### src/rtl/core/mdiom_pkg.sv
// Shared types and constants for the MDIO management master.
`timescale 1ns / 1ps

package mdiom_pkg;

  // Request codes on cmd; code 3 acts as a plain tick
  localparam logic [1:0] CMD_TICK  = 2'd0;
  localparam logic [1:0] CMD_READ  = 2'd1;
  localparam logic [1:0] CMD_WRITE = 2'd2;

  // Configuration register indexes
  localparam logic CFG_PHY_ADDR = 1'b0;
  localparam logic CFG_HALF_PER = 1'b1;

  // Clause 22 opcodes
  localparam logic [1:0] OP_READ  = 2'b10;
  localparam logic [1:0] OP_WRITE = 2'b01;
  localparam logic [1:0] FRAME_ST = 2'b01;
  localparam logic [1:0] WR_TA    = 2'b10;

  localparam int DATA_BITS = 16;

  // Bit counts after the preamble
  localparam logic [5:0] HDR_BITS_RD  = 6'd14;  // start, op, phy, reg
  localparam logic [5:0] HDR_BITS_WR  = 6'd32;  // header, turnaround, data
  localparam logic [5:0] RECV_BITS    = 6'd18;  // turnaround plus data
  localparam logic [5:0] SAMPLE_LIMIT = 6'd16;

  typedef enum logic [3:0] {
    PH_IDLE  = 4'b0001,
    PH_PRE   = 4'b0010,
    PH_DRIVE = 4'b0100,
    PH_RECV  = 4'b1000
  } phase_t;

  typedef struct packed {
    logic        mdc;
    logic        mdio_out;
    logic        mdio_oe;
    logic        busy;
    logic [15:0] read_data;
    logic        read_done;
  } rslt_t;

endpackage

### src/rtl/core/mdio_management_master_unit.sv
// Top level of the clause 22 MDIO management master: handshakes, config, result register.
`timescale 1ns / 1ps

//  channel | direction | handshake           | payload
//  in      | in        | in_valid/in_ready   | cmd, reg_addr, write_data, mdio_in
//  out     | out       | out_valid/out_ready | mdc, mdio_out, mdio_oe, busy_res,
//          |           |                     | read_data, read_done
//  cfg     | in        | cfg_valid/cfg_ready | cfg_index, cfg_data
//
//  Each tick taken yields one result in the next cycle; one per cycle unless stalled.
//  The frame step logic sits between the tick inputs and the result register.
//  Reset (rst, synchronous): idle, engine clock level low, phy_address 0, half period 4 ticks.
//  A stalled result holds in_ready low only while out_ready is low; cfg is always ready.

module mdio_management_master_unit #(
  parameter int PREAMBLE_BITS = 32,
  parameter int DIVIDER_WIDTH = 8
) (
  input  logic        clk,
  input  logic        rst,
  input  logic        cfg_valid,
  output logic        cfg_ready,
  input  logic        cfg_index,
  input  logic [7:0]  cfg_data,
  input  logic        in_valid,
  output logic        in_ready,
  input  logic [1:0]  cmd,
  input  logic [4:0]  reg_addr,
  input  logic [15:0] write_data,
  input  logic        mdio_in,
  output logic        out_valid,
  input  logic        out_ready,
  output logic        mdc,
  output logic        mdio_out,
  output logic        mdio_oe,
  output logic        busy_res,
  output logic [15:0] read_data,
  output logic        read_done
);

  logic [4:0]       phy_address;
  logic [7:0]       half_period_ticks;
  logic             in_xfer;
  mdiom_pkg::rslt_t rslt;
  mdiom_pkg::rslt_t rslt_reg;

  assign cfg_ready = 1'b1;
  assign in_ready  = !out_valid || out_ready;
  assign in_xfer   = in_valid && in_ready;

  always_ff @(posedge clk) begin
    if (rst) begin
      phy_address       <= 5'd0;
      half_period_ticks <= 8'd4;
    end else if (cfg_valid) begin
      unique case (cfg_index)
        mdiom_pkg::CFG_PHY_ADDR: phy_address       <= cfg_data[4:0];
        mdiom_pkg::CFG_HALF_PER: half_period_ticks <= cfg_data;
        default: ;
      endcase
    end
  end

  mdiom_engine #(
    .PREAMBLE_BITS(PREAMBLE_BITS),
    .DIVIDER_WIDTH(DIVIDER_WIDTH)
  ) u_engine (
    .clk              (clk),
    .rst              (rst),
    .step             (in_xfer),
    .phy_address      (phy_address),
    .half_period_ticks(half_period_ticks),
    .cmd              (cmd),
    .reg_addr         (reg_addr),
    .write_data       (write_data),
    .mdio_in          (mdio_in),
    .rslt             (rslt)
  );

  always_ff @(posedge clk) begin
    if (rst) begin
      out_valid <= 1'b0;
    end else if (in_xfer) begin
      out_valid <= 1'b1;
    end else if (out_ready) begin
      out_valid <= 1'b0;
    end
  end

  always_ff @(posedge clk) begin
    if (in_xfer) begin
      rslt_reg <= rslt;
    end
  end

  assign mdc       = rslt_reg.mdc;
  assign mdio_out  = rslt_reg.mdio_out;
  assign mdio_oe   = rslt_reg.mdio_oe;
  assign busy_res  = rslt_reg.busy;
  assign read_data = rslt_reg.read_data;
  assign read_done = rslt_reg.read_done;

  a_out_needs_oe: assert property (@(posedge clk) disable iff (rst)
    out_valid && mdio_out |-> mdio_oe)
    else $error("mdio_out high while line released");

  a_done_ends_frame: assert property (@(posedge clk) disable iff (rst)
    out_valid && read_done |-> !busy_res && !mdio_oe)
    else $error("read_done while frame still busy");

  a_idle_clock_low: assert property (@(posedge clk) disable iff (rst)
    out_valid && !busy_res |-> !mdc && !mdio_oe)
    else $error("MDC or MDIO driven while idle");

  a_stall_holds: assert property (@(posedge clk) disable iff (rst)
    out_valid && !out_ready |=> out_valid && $stable(rslt_reg))
    else $error("result changed while stalled");

endmodule

### src/rtl/core/mdiom_engine.sv
// Frame sequencer: divider, bit counter, shift registers, one step per transfer.
`timescale 1ns / 1ps

module mdiom_engine #(
  parameter int PREAMBLE_BITS = 32,
  parameter int DIVIDER_WIDTH = 8
) (
  input  logic                 clk,
  input  logic                 rst,
  input  logic                 step,
  input  logic [4:0]           phy_address,
  input  logic [7:0]           half_period_ticks,
  input  logic [1:0]           cmd,
  input  logic [4:0]           reg_addr,
  input  logic [15:0]          write_data,
  input  logic                 mdio_in,
  output mdiom_pkg::rslt_t     rslt
);

  localparam logic [5:0]  PRE_LOAD = 6'(PREAMBLE_BITS % 64);
  // a 16-bit divider folds back to a limit of one tick
  localparam logic [16:0] HALF_LIM = 17'(1) << (DIVIDER_WIDTH % 16);

  mdiom_pkg::phase_t        phase, phase_next;
  logic [5:0]               bit_count, bit_count_next;
  logic [DIVIDER_WIDTH-1:0] tick_count, tick_count_next;
  logic                     clock_level, clock_level_next;
  logic [31:0]              out_shift, out_shift_next;
  logic [15:0]              in_shift, in_shift_next;
  logic                     is_read, is_read_next;
  logic [15:0]              last_read, last_read_next;
  logic                     done;

  logic [16:0] half_raw;
  logic [16:0] half_eff;
  logic [16:0] tick_inc;
  logic        half_end;
  logic        start_rd;
  logic [5:0]  bc_dec;

  always_comb begin
    half_raw = (half_period_ticks == 8'd0) ? 17'd1 : {9'd0, half_period_ticks};
    half_eff = (half_raw > HALF_LIM) ? HALF_LIM : half_raw;
    tick_inc = 17'(tick_count) + 17'd1;
    half_end = (tick_inc >= half_eff);
    start_rd = (cmd == mdiom_pkg::CMD_READ);
    bc_dec   = bit_count - 6'd1;
  end

  always_comb begin
    phase_next       = phase;
    bit_count_next   = bit_count;
    tick_count_next  = tick_count;
    clock_level_next = clock_level;
    out_shift_next   = out_shift;
    in_shift_next    = in_shift;
    is_read_next     = is_read;
    last_read_next   = last_read;
    done             = 1'b0;

    if (phase == mdiom_pkg::PH_IDLE) begin
      if (cmd == mdiom_pkg::CMD_READ || cmd == mdiom_pkg::CMD_WRITE) begin
        is_read_next     = start_rd;
        out_shift_next   = {mdiom_pkg::FRAME_ST,
                            start_rd ? mdiom_pkg::OP_READ : mdiom_pkg::OP_WRITE,
                            phy_address, reg_addr,
                            start_rd ? 2'b00 : mdiom_pkg::WR_TA,
                            start_rd ? 16'd0 : write_data};
        in_shift_next    = '0;
        tick_count_next  = '0;
        clock_level_next = 1'b0;
        if (PRE_LOAD != 6'd0) begin
          phase_next     = mdiom_pkg::PH_PRE;
          bit_count_next = PRE_LOAD;
        end else begin
          phase_next     = mdiom_pkg::PH_DRIVE;
          bit_count_next = start_rd ? mdiom_pkg::HDR_BITS_RD : mdiom_pkg::HDR_BITS_WR;
        end
      end
    end else if (half_end) begin
      tick_count_next = '0;
      if (!clock_level) begin
        // sample just before MDC rises, once past the read turnaround
        if (phase == mdiom_pkg::PH_RECV && bit_count <= mdiom_pkg::SAMPLE_LIMIT) begin
          in_shift_next = {in_shift[14:0], mdio_in};
        end
        clock_level_next = 1'b1;
      end else begin
        clock_level_next = 1'b0;
        bit_count_next   = bc_dec;
        if (bc_dec != 6'd0) begin
          if (phase == mdiom_pkg::PH_DRIVE) begin
            out_shift_next = {out_shift[30:0], 1'b0};
          end
        end else if (phase == mdiom_pkg::PH_PRE) begin
          phase_next     = mdiom_pkg::PH_DRIVE;
          bit_count_next = is_read ? mdiom_pkg::HDR_BITS_RD : mdiom_pkg::HDR_BITS_WR;
        end else if (phase == mdiom_pkg::PH_DRIVE && is_read) begin
          phase_next     = mdiom_pkg::PH_RECV;
          bit_count_next = mdiom_pkg::RECV_BITS;
        end else begin
          phase_next     = mdiom_pkg::PH_IDLE;
          out_shift_next = '0;
          if (is_read) begin
            last_read_next = in_shift;
            done           = 1'b1;
          end
        end
      end
    end else begin
      tick_count_next = tick_inc[DIVIDER_WIDTH-1:0];
    end
  end

  always_ff @(posedge clk) begin
    if (rst) begin
      phase       <= mdiom_pkg::PH_IDLE;
      bit_count   <= '0;
      tick_count  <= '0;
      clock_level <= 1'b0;
      is_read     <= 1'b0;
      last_read   <= '0;
    end else if (step) begin
      phase       <= phase_next;
      bit_count   <= bit_count_next;
      tick_count  <= tick_count_next;
      clock_level <= clock_level_next;
      is_read     <= is_read_next;
      last_read   <= last_read_next;
    end
  end

  always_ff @(posedge clk) begin
    if (step) begin
      out_shift <= out_shift_next;
      in_shift  <= in_shift_next;
    end
  end

  // Result reflects the state after this tick
  always_comb begin
    rslt.mdc       = clock_level_next;
    rslt.mdio_oe   = (phase_next == mdiom_pkg::PH_PRE) || (phase_next == mdiom_pkg::PH_DRIVE);
    rslt.mdio_out  = (phase_next == mdiom_pkg::PH_PRE) ||
                     ((phase_next == mdiom_pkg::PH_DRIVE) && out_shift_next[31]);
    rslt.busy      = (phase_next != mdiom_pkg::PH_IDLE);
    rslt.read_data = last_read_next;
    rslt.read_done = done;
  end

endmodule

### config.mk
export PLATFORM = sky130hd
export DESIGN_NAME = mdio_management_master_unit
export DESIGN_NICKNAME = d
export VERILOG_FILES = /design/src/rtl/core/mdiom_pkg.sv /design/src/rtl/core/mdio_management_master_unit.sv /design/src/rtl/core/mdiom_engine.sv
export SDC_FILE = /design/constraint.sdc
export NUM_CORES = 1
export LEC_CHECK = 0
export ABC_AREA = 1
export BUFFER_PORTS_ARGS = -buffer_cell sky130_fd_sc_hd__buf_2
export CAP_MARGIN = 10
export CORE_MARGIN = 2
export CORE_UTILIZATION = 59
export CTS_CLUSTER_SIZE = 28
export DETAILED_ROUTE_END_ITERATION = 6
export GPL_TIMING_DRIVEN = 1
export PLACE_DENSITY = 0.8
export SYNTH_ARGS = -nofsm -noshare
export SYNTH_HDL_FRONTEND = slang
export SYNTH_SLANG_ARGS = --single-unit
### constraint.sdc
create_clock -name clk -period 6.4 [get_ports clk]
set_input_delay 0.32 -clock clk [delete_from_list [all_inputs] [get_ports clk]]
set_output_delay 0.32 -clock clk [all_outputs]
set_load 0.03 [all_outputs]
### Yosys cells after proc, flatten, opt, wreduce, memory -nomap -nowiden

Cells that the tools add are included.

* register bits after elaboration: 119
* bits in latches: 0
* memory bits (writable): 0
* bits in read-only memories: 0
* input port bits: 38
* output and inout port bits: 24
* logic and storage cells: 113
* memories kept: 0

* add/sub/neg operators: 2
* multipliers: 0
* div/mod/pow operators: 0
* magnitude comparators: 3
* equal/unequal tests: 14
* shift-type cells: 0
* mux-type cells: 50
* bitwise gates (word level): 3
* reductions and logical operators: 23

Operators by type and width (count)
* $mux W32: 8
* $mux W16: 13
* $mux W6: 8
* $mux W8: 4
* $mux W4: 7
* $ge A17 B17 Y1: 1
* $gt A17 B9 Y1 const B: 1
* $mux W17: 1
* $add A8 B1 Y9 const B: 1
* $eq A4 B2 Y1 const B: 2
* $eq A4 B3 Y1 const B: 2
* $logic_not A8 Y1: 1
* $reduce_bool A2 Y1: 4
* $mux W1: 7
* $reduce_and A7 Y1: 1
* $le A6 B5 Y1 const B: 1
* $ne A3 B1 Y1 const B: 2
* $reduce_and A2 Y1: 3
* $reduce_bool A6 Y1: 1
* $reduce_or A6 Y1: 1
* $sub A6 B1 Y6 const B: 1
* $reduce_and A5 Y1: 1
* $eq A4 B1 Y1 const B: 1
* $eq A4 B4 Y1 const B: 1
* other kinds (12): 22

### Depth between registers and ports, before layout

* word-level depth: 11
* depth in mapped cells: 21
* depth with buffers taken out: 20

### Cells and area by module

Synthesis repeated with hierarchy kept, for this count alone.

* cell total of the unflattened synthesis: 678
* area total of the unflattened synthesis: 5828.1 um2

Modules (own cells, without submodules)
* mdiom_engine: instances 1, cells an instance 580, area an instance 4636.9 um2, sequential area each 2162.1 um2
* mdio_management_master_unit: instances 1, cells an instance 98, area an instance 1191.1 um2, sequential area each 910.9 um2

### Least setup slack after synthesis

OpenSTA, ideal clock, no wires.

* kind: reg-to-reg
* from: reg u_engine.tick_count[0]
* to: reg u_engine.out_shift[0], enable pin
* library setup time: 0.497 ns
* data arrival time: 4.916 ns
* required time: 5.903 ns
* path slack: 0.987 ns
* stages on the path, launching flop included: 16
* path buffers: 0
* period minus slack after synthesis: 5.413 ns
* cell sequence: dfxtp_1 -> ha_1 -> nand2_1 -> nor2_2 -> nand3_1 -> xor2_1 -> inv_1 -> ha_1 -> nand2_1 -> inv_1 -> nand3_1 -> inv_1 -> nand3_1 -> nand3_4 -> o21ai_2 -> nor4_1

* longest elaborated chain between the ends: 4

Ends and longest elaborated chain
* start, declared: line mdiom_engine.sv:26 `logic [DIVIDER_WIDTH-1:0] tick_count, tick_count_next;`
* start signal, assigned: line mdiom_engine.sv:126 `tick_count <= tick_count_next;`
* $add A8 B1 Y9: line mdiom_engine.sv:44 `tick_inc = 17'(tick_count) + 17'd1;`
* $ge A17 B17 Y1: line mdiom_engine.sv:45 `half_end = (tick_inc >= half_eff);`
* $reduce_bool A2 Y1 (no line)
* $reduce_and A7 Y1 (no line)
* end signal, assigned: line mdiom_engine.sv:135 `out_shift <= out_shift_next;`
* end, declared: line mdiom_engine.sv:28 `logic [31:0] out_shift, out_shift_next;`

Every way passes these cells.
A chain may end at the register's enable or synchronous reset.

==> summary.md <==
| Metric | Value |
|---|---|
| Status | `finished clean` |
| Critical path type | `flop to flop` |
| Post-CTS sizing | `0` |
| CP delay by family, top | `simple AND/OR/NAND/NOR gates` |
| Lkg Pwr | `3.07 nW` |
| Ratio of cells with drive above 1 in the final layout | `18.1%` |
| CP max-delay cell | `nand3_1` |
| Residual DRC | `0` |
| Crit path max fanout | `28` |
| Design area | `~6700 sq um` |
| Vias/cell | `5.34` |
| Worst EP arrival | `3890 ps` |
| Final std cells w/o fill | `approximately 860` |
| Final setup viols | `0` |
| Drt pass-1 iters | `6` |
| Most frequent cell after synthesis | `nand2_1` |
| Port Buffer Count | `60` |
| Core ar. | `between 9000 and 10,000 sq um` |
| Die Span Y | `102 um` |
| DRT antenna net count | `0` |
| CP required | `6650 ps` |
| Avg Inst Size Synth | `8.64 sq um` |
| Setup_tns | `0 ps` |
| Buf/Inv on CP | `2` |
| I/O pins | `62` |
| Most used cell, CP | `nand3_1` |
| DRT iter0 DRCs | `336` |
| Initial antenna violation count | `0` |
| Synthesized area | `5700 sq um` |
| Fin crit share | `a little under three fifths` |
| Net Count, Synth | `713` |
| Placed cells | `830` |
| Dpl ws | `~2800 ps` |
| Cells after synthesis | `660` |
| MaxCap Viol Count | `0` |
| Hold Slack | `about 42 ps` |
| Clk pin slew, worst setup/hold paths | `60 ps` |
| Largest net degree at the start of global routing | `46` |
| Primary FF master, synth | `edfxtp_1` |
| Maximum VDD drop | `174 uV` |
| Routability Congestion | `0.927` |
| CP endpoint kind | `flop` |
| Die X-Extent | `~100 um` |
| Syn-to-layout area delta | `17.7%` |
| Flops & latches, synth | `119` |
| RSZ-0062 raised after global routing | `no` |
| Synth area leaders | `edfxtp_1 36%, dfxtp_1 18%, nand2_1 9.2%` |
| Top cell type's share of synthesized area | `about 36%` |
| Cell Chain, Critical Path | `ha_1 > nand2_1 > nor2_2 > nand3_1 > xor2_1 > inv_1 > ha_1 > a21o_1 > nand3_1 > nand2_1 > nor2_2 > nand3_4 > nand3_1 > inv_1 > nand3_1 > o21ai_0` |
| DPL Wire Length | `slightly below 8 mm` |
| # fillers | `721` |
| Synth cell types | `38` |
| Commonest cells post-synth | `140 x nand2_1, 89 x nor2_1, 82 x inv_1` |
| Setup bufs post-CTS | `0` |
| Wl on met1 | `5.30 mm` |
| Final nets | `roughly 770` |
| Crit-path max cell delay | `690 ps` |
| Overflow left after global routing | `0` |
| DP Area | `6080 sq um` |
| Slew Limit Headroom | `33.1%` |
| Post-synth EDFFs | `slightly below 70` |
| Max Clock Skew | `7.72 ps` |
| Longest Clk Path Bufs | `2` |
| Seq/Total Area, Yosys | `53.9%` |
| Crit path time final | `3640 ps` |
| Synthesis warning total | `0` |
| Htree depth | `4` |
| Via count | `4,600` |
| PD cells | `between 300 and 400 nW/um^2` |
| Slew @ Worst Pin | `~1000 ps` |
| Routed WL | `12.1 mm` |
| Num CTS Buffers | `17` |
| Standard-cell rows | `35` |
| PnR worst setup slack | `2760 ps` |
| Hold Crit Class | `primary input to flop` |
| Async set-reset flop share out of synthesis | `0%` |
| Initial core utilization | `61.1%` |
| Total power | `about 2.2 mW` |
| Max Slew Vio Count | `0` |
| Area leader, netlist | `edfxtp_1` |
| Clock root buffer | `clkbuf_8` |
| Met2 routed WL | `around 5.8 mm` |
| Final hold vios | `0` |
| Fmax | `0.275 GHz` |
| Highest metal used | `met4` |
| Number of global-route vias before repair | `4,343` |
| Die area | `10,500 sq um` |
| Critical path launch point type | `flop` |
| Clock latency at the later pin of the worst-skew pair | `520 ps` |
| Final Util | `71.9%` |
| First-pass GRT wire length | `20.4 mm` |
| CTS sink cnt | `119` |
| CTS tree | `done` |
| WL/cell | `14.0 um` |
| Hold-fix buffers, CTS | `0` |
| Ant diodes | `0` |
| GRT Total Usage | `25.2%` |
| Met3 WL post-DR | `805 um` |
-- final timing paths --
| path | start | end | cells past startpoint | slack, ps |
|---|---|---|---|---|
| hold / removal | cfg_data[2] | half_period_ticks[2] | 3 | 40 |
| setup reg to reg | u_engine.tick_count[0] | u_engine.out_shift[17] | 16 | 2760 |
| hold reg to reg | half_period_ticks[1] | half_period_ticks[1] | 2 | 490 |
| setup / recovery | u_engine.tick_count[0] | u_engine.out_shift[17] | 16 | 2760 |
-- kinds of logic (layout without fill, tap and decap cells) --
group                      count (synthesis)  in the layout  share of synthesized area (%)
DFF                                      119            119                           53.9
adders and majority gates                 15             15                           3.29
other                                      1              1                         0.0658
buffers and inverters                    110            183                           7.81
xor gates and xnor gates                   7              7                           1.08
and+or+nand+nor                          289            289                           21.8
AOI/OAI and AO/OA                        119            119                           12.0
-- state kept, by name, indices dropped and copies added (netlist names), 4 cells and up --
register             cells
u_engine.out_shift      32
read_data               16
u_engine.in_shift       16
u_engine.last_read      16
half_period_ticks        8
u_engine.tick_count      8
u_engine.bit_count       6
phy_address              5
u_engine.phase           4
-- where the power goes --
group / internal, mW / switching, mW
Sequential: 0.883 / 0.0297
Combinational: 0.106 / 0.242
Clock: 0.630 / 0.351
-- layout by cell type (no fill, tap or decap), drive strengths merged, types with 5 or more instances in the layout --
master  instances
edfxtp         69
nor3            5
a21oi          25
xor2            6
ha             15
dfxtp          50
nand2         147
clkinv          6
o21ai          83
nand3          28
buf            63
nand4           9
clkbuf         19
nor2           94
inv            90
-- worst register-to-register path, delay by kind of cell (launching register included) --
family / cells / cell delay [ps]
buffers and inverters: 2 / 290
AOI/OAI and AO/OA: 2 / 320
and+or+nand+nor: 9 / 1640
adders and majority gates: 2 / 550
xor gates and xnor gates: 1 / 160
DFF: 1 / 410
-- layout make-up --
cell class / instances / area, sq um / area share (%)
Sequential cell: 119 / 3070 / 45.8
Tap cell: 129 / 161 / 2.41
Clock inverter: 13 / 168 / 2.50
Inverter: 88 / 330 / 4.92
Multi-Input combinational cell: 431 / 2200 / 32.8
Clock buffer: 19 / 453 / 6.75
Timing Repair Buffer: 63 / 323 / 4.81
-- routing by layer --
metal | track usage, % | up-vias
li1 | - | 2294
met1 | 33.2 | 2126
met2 | 40.7 | 164
met3 | 6.91 | 16
met4 | 8.31 | 0
met5 | 0 | -
Note: power is estimated with default switching activity, not from simulation.
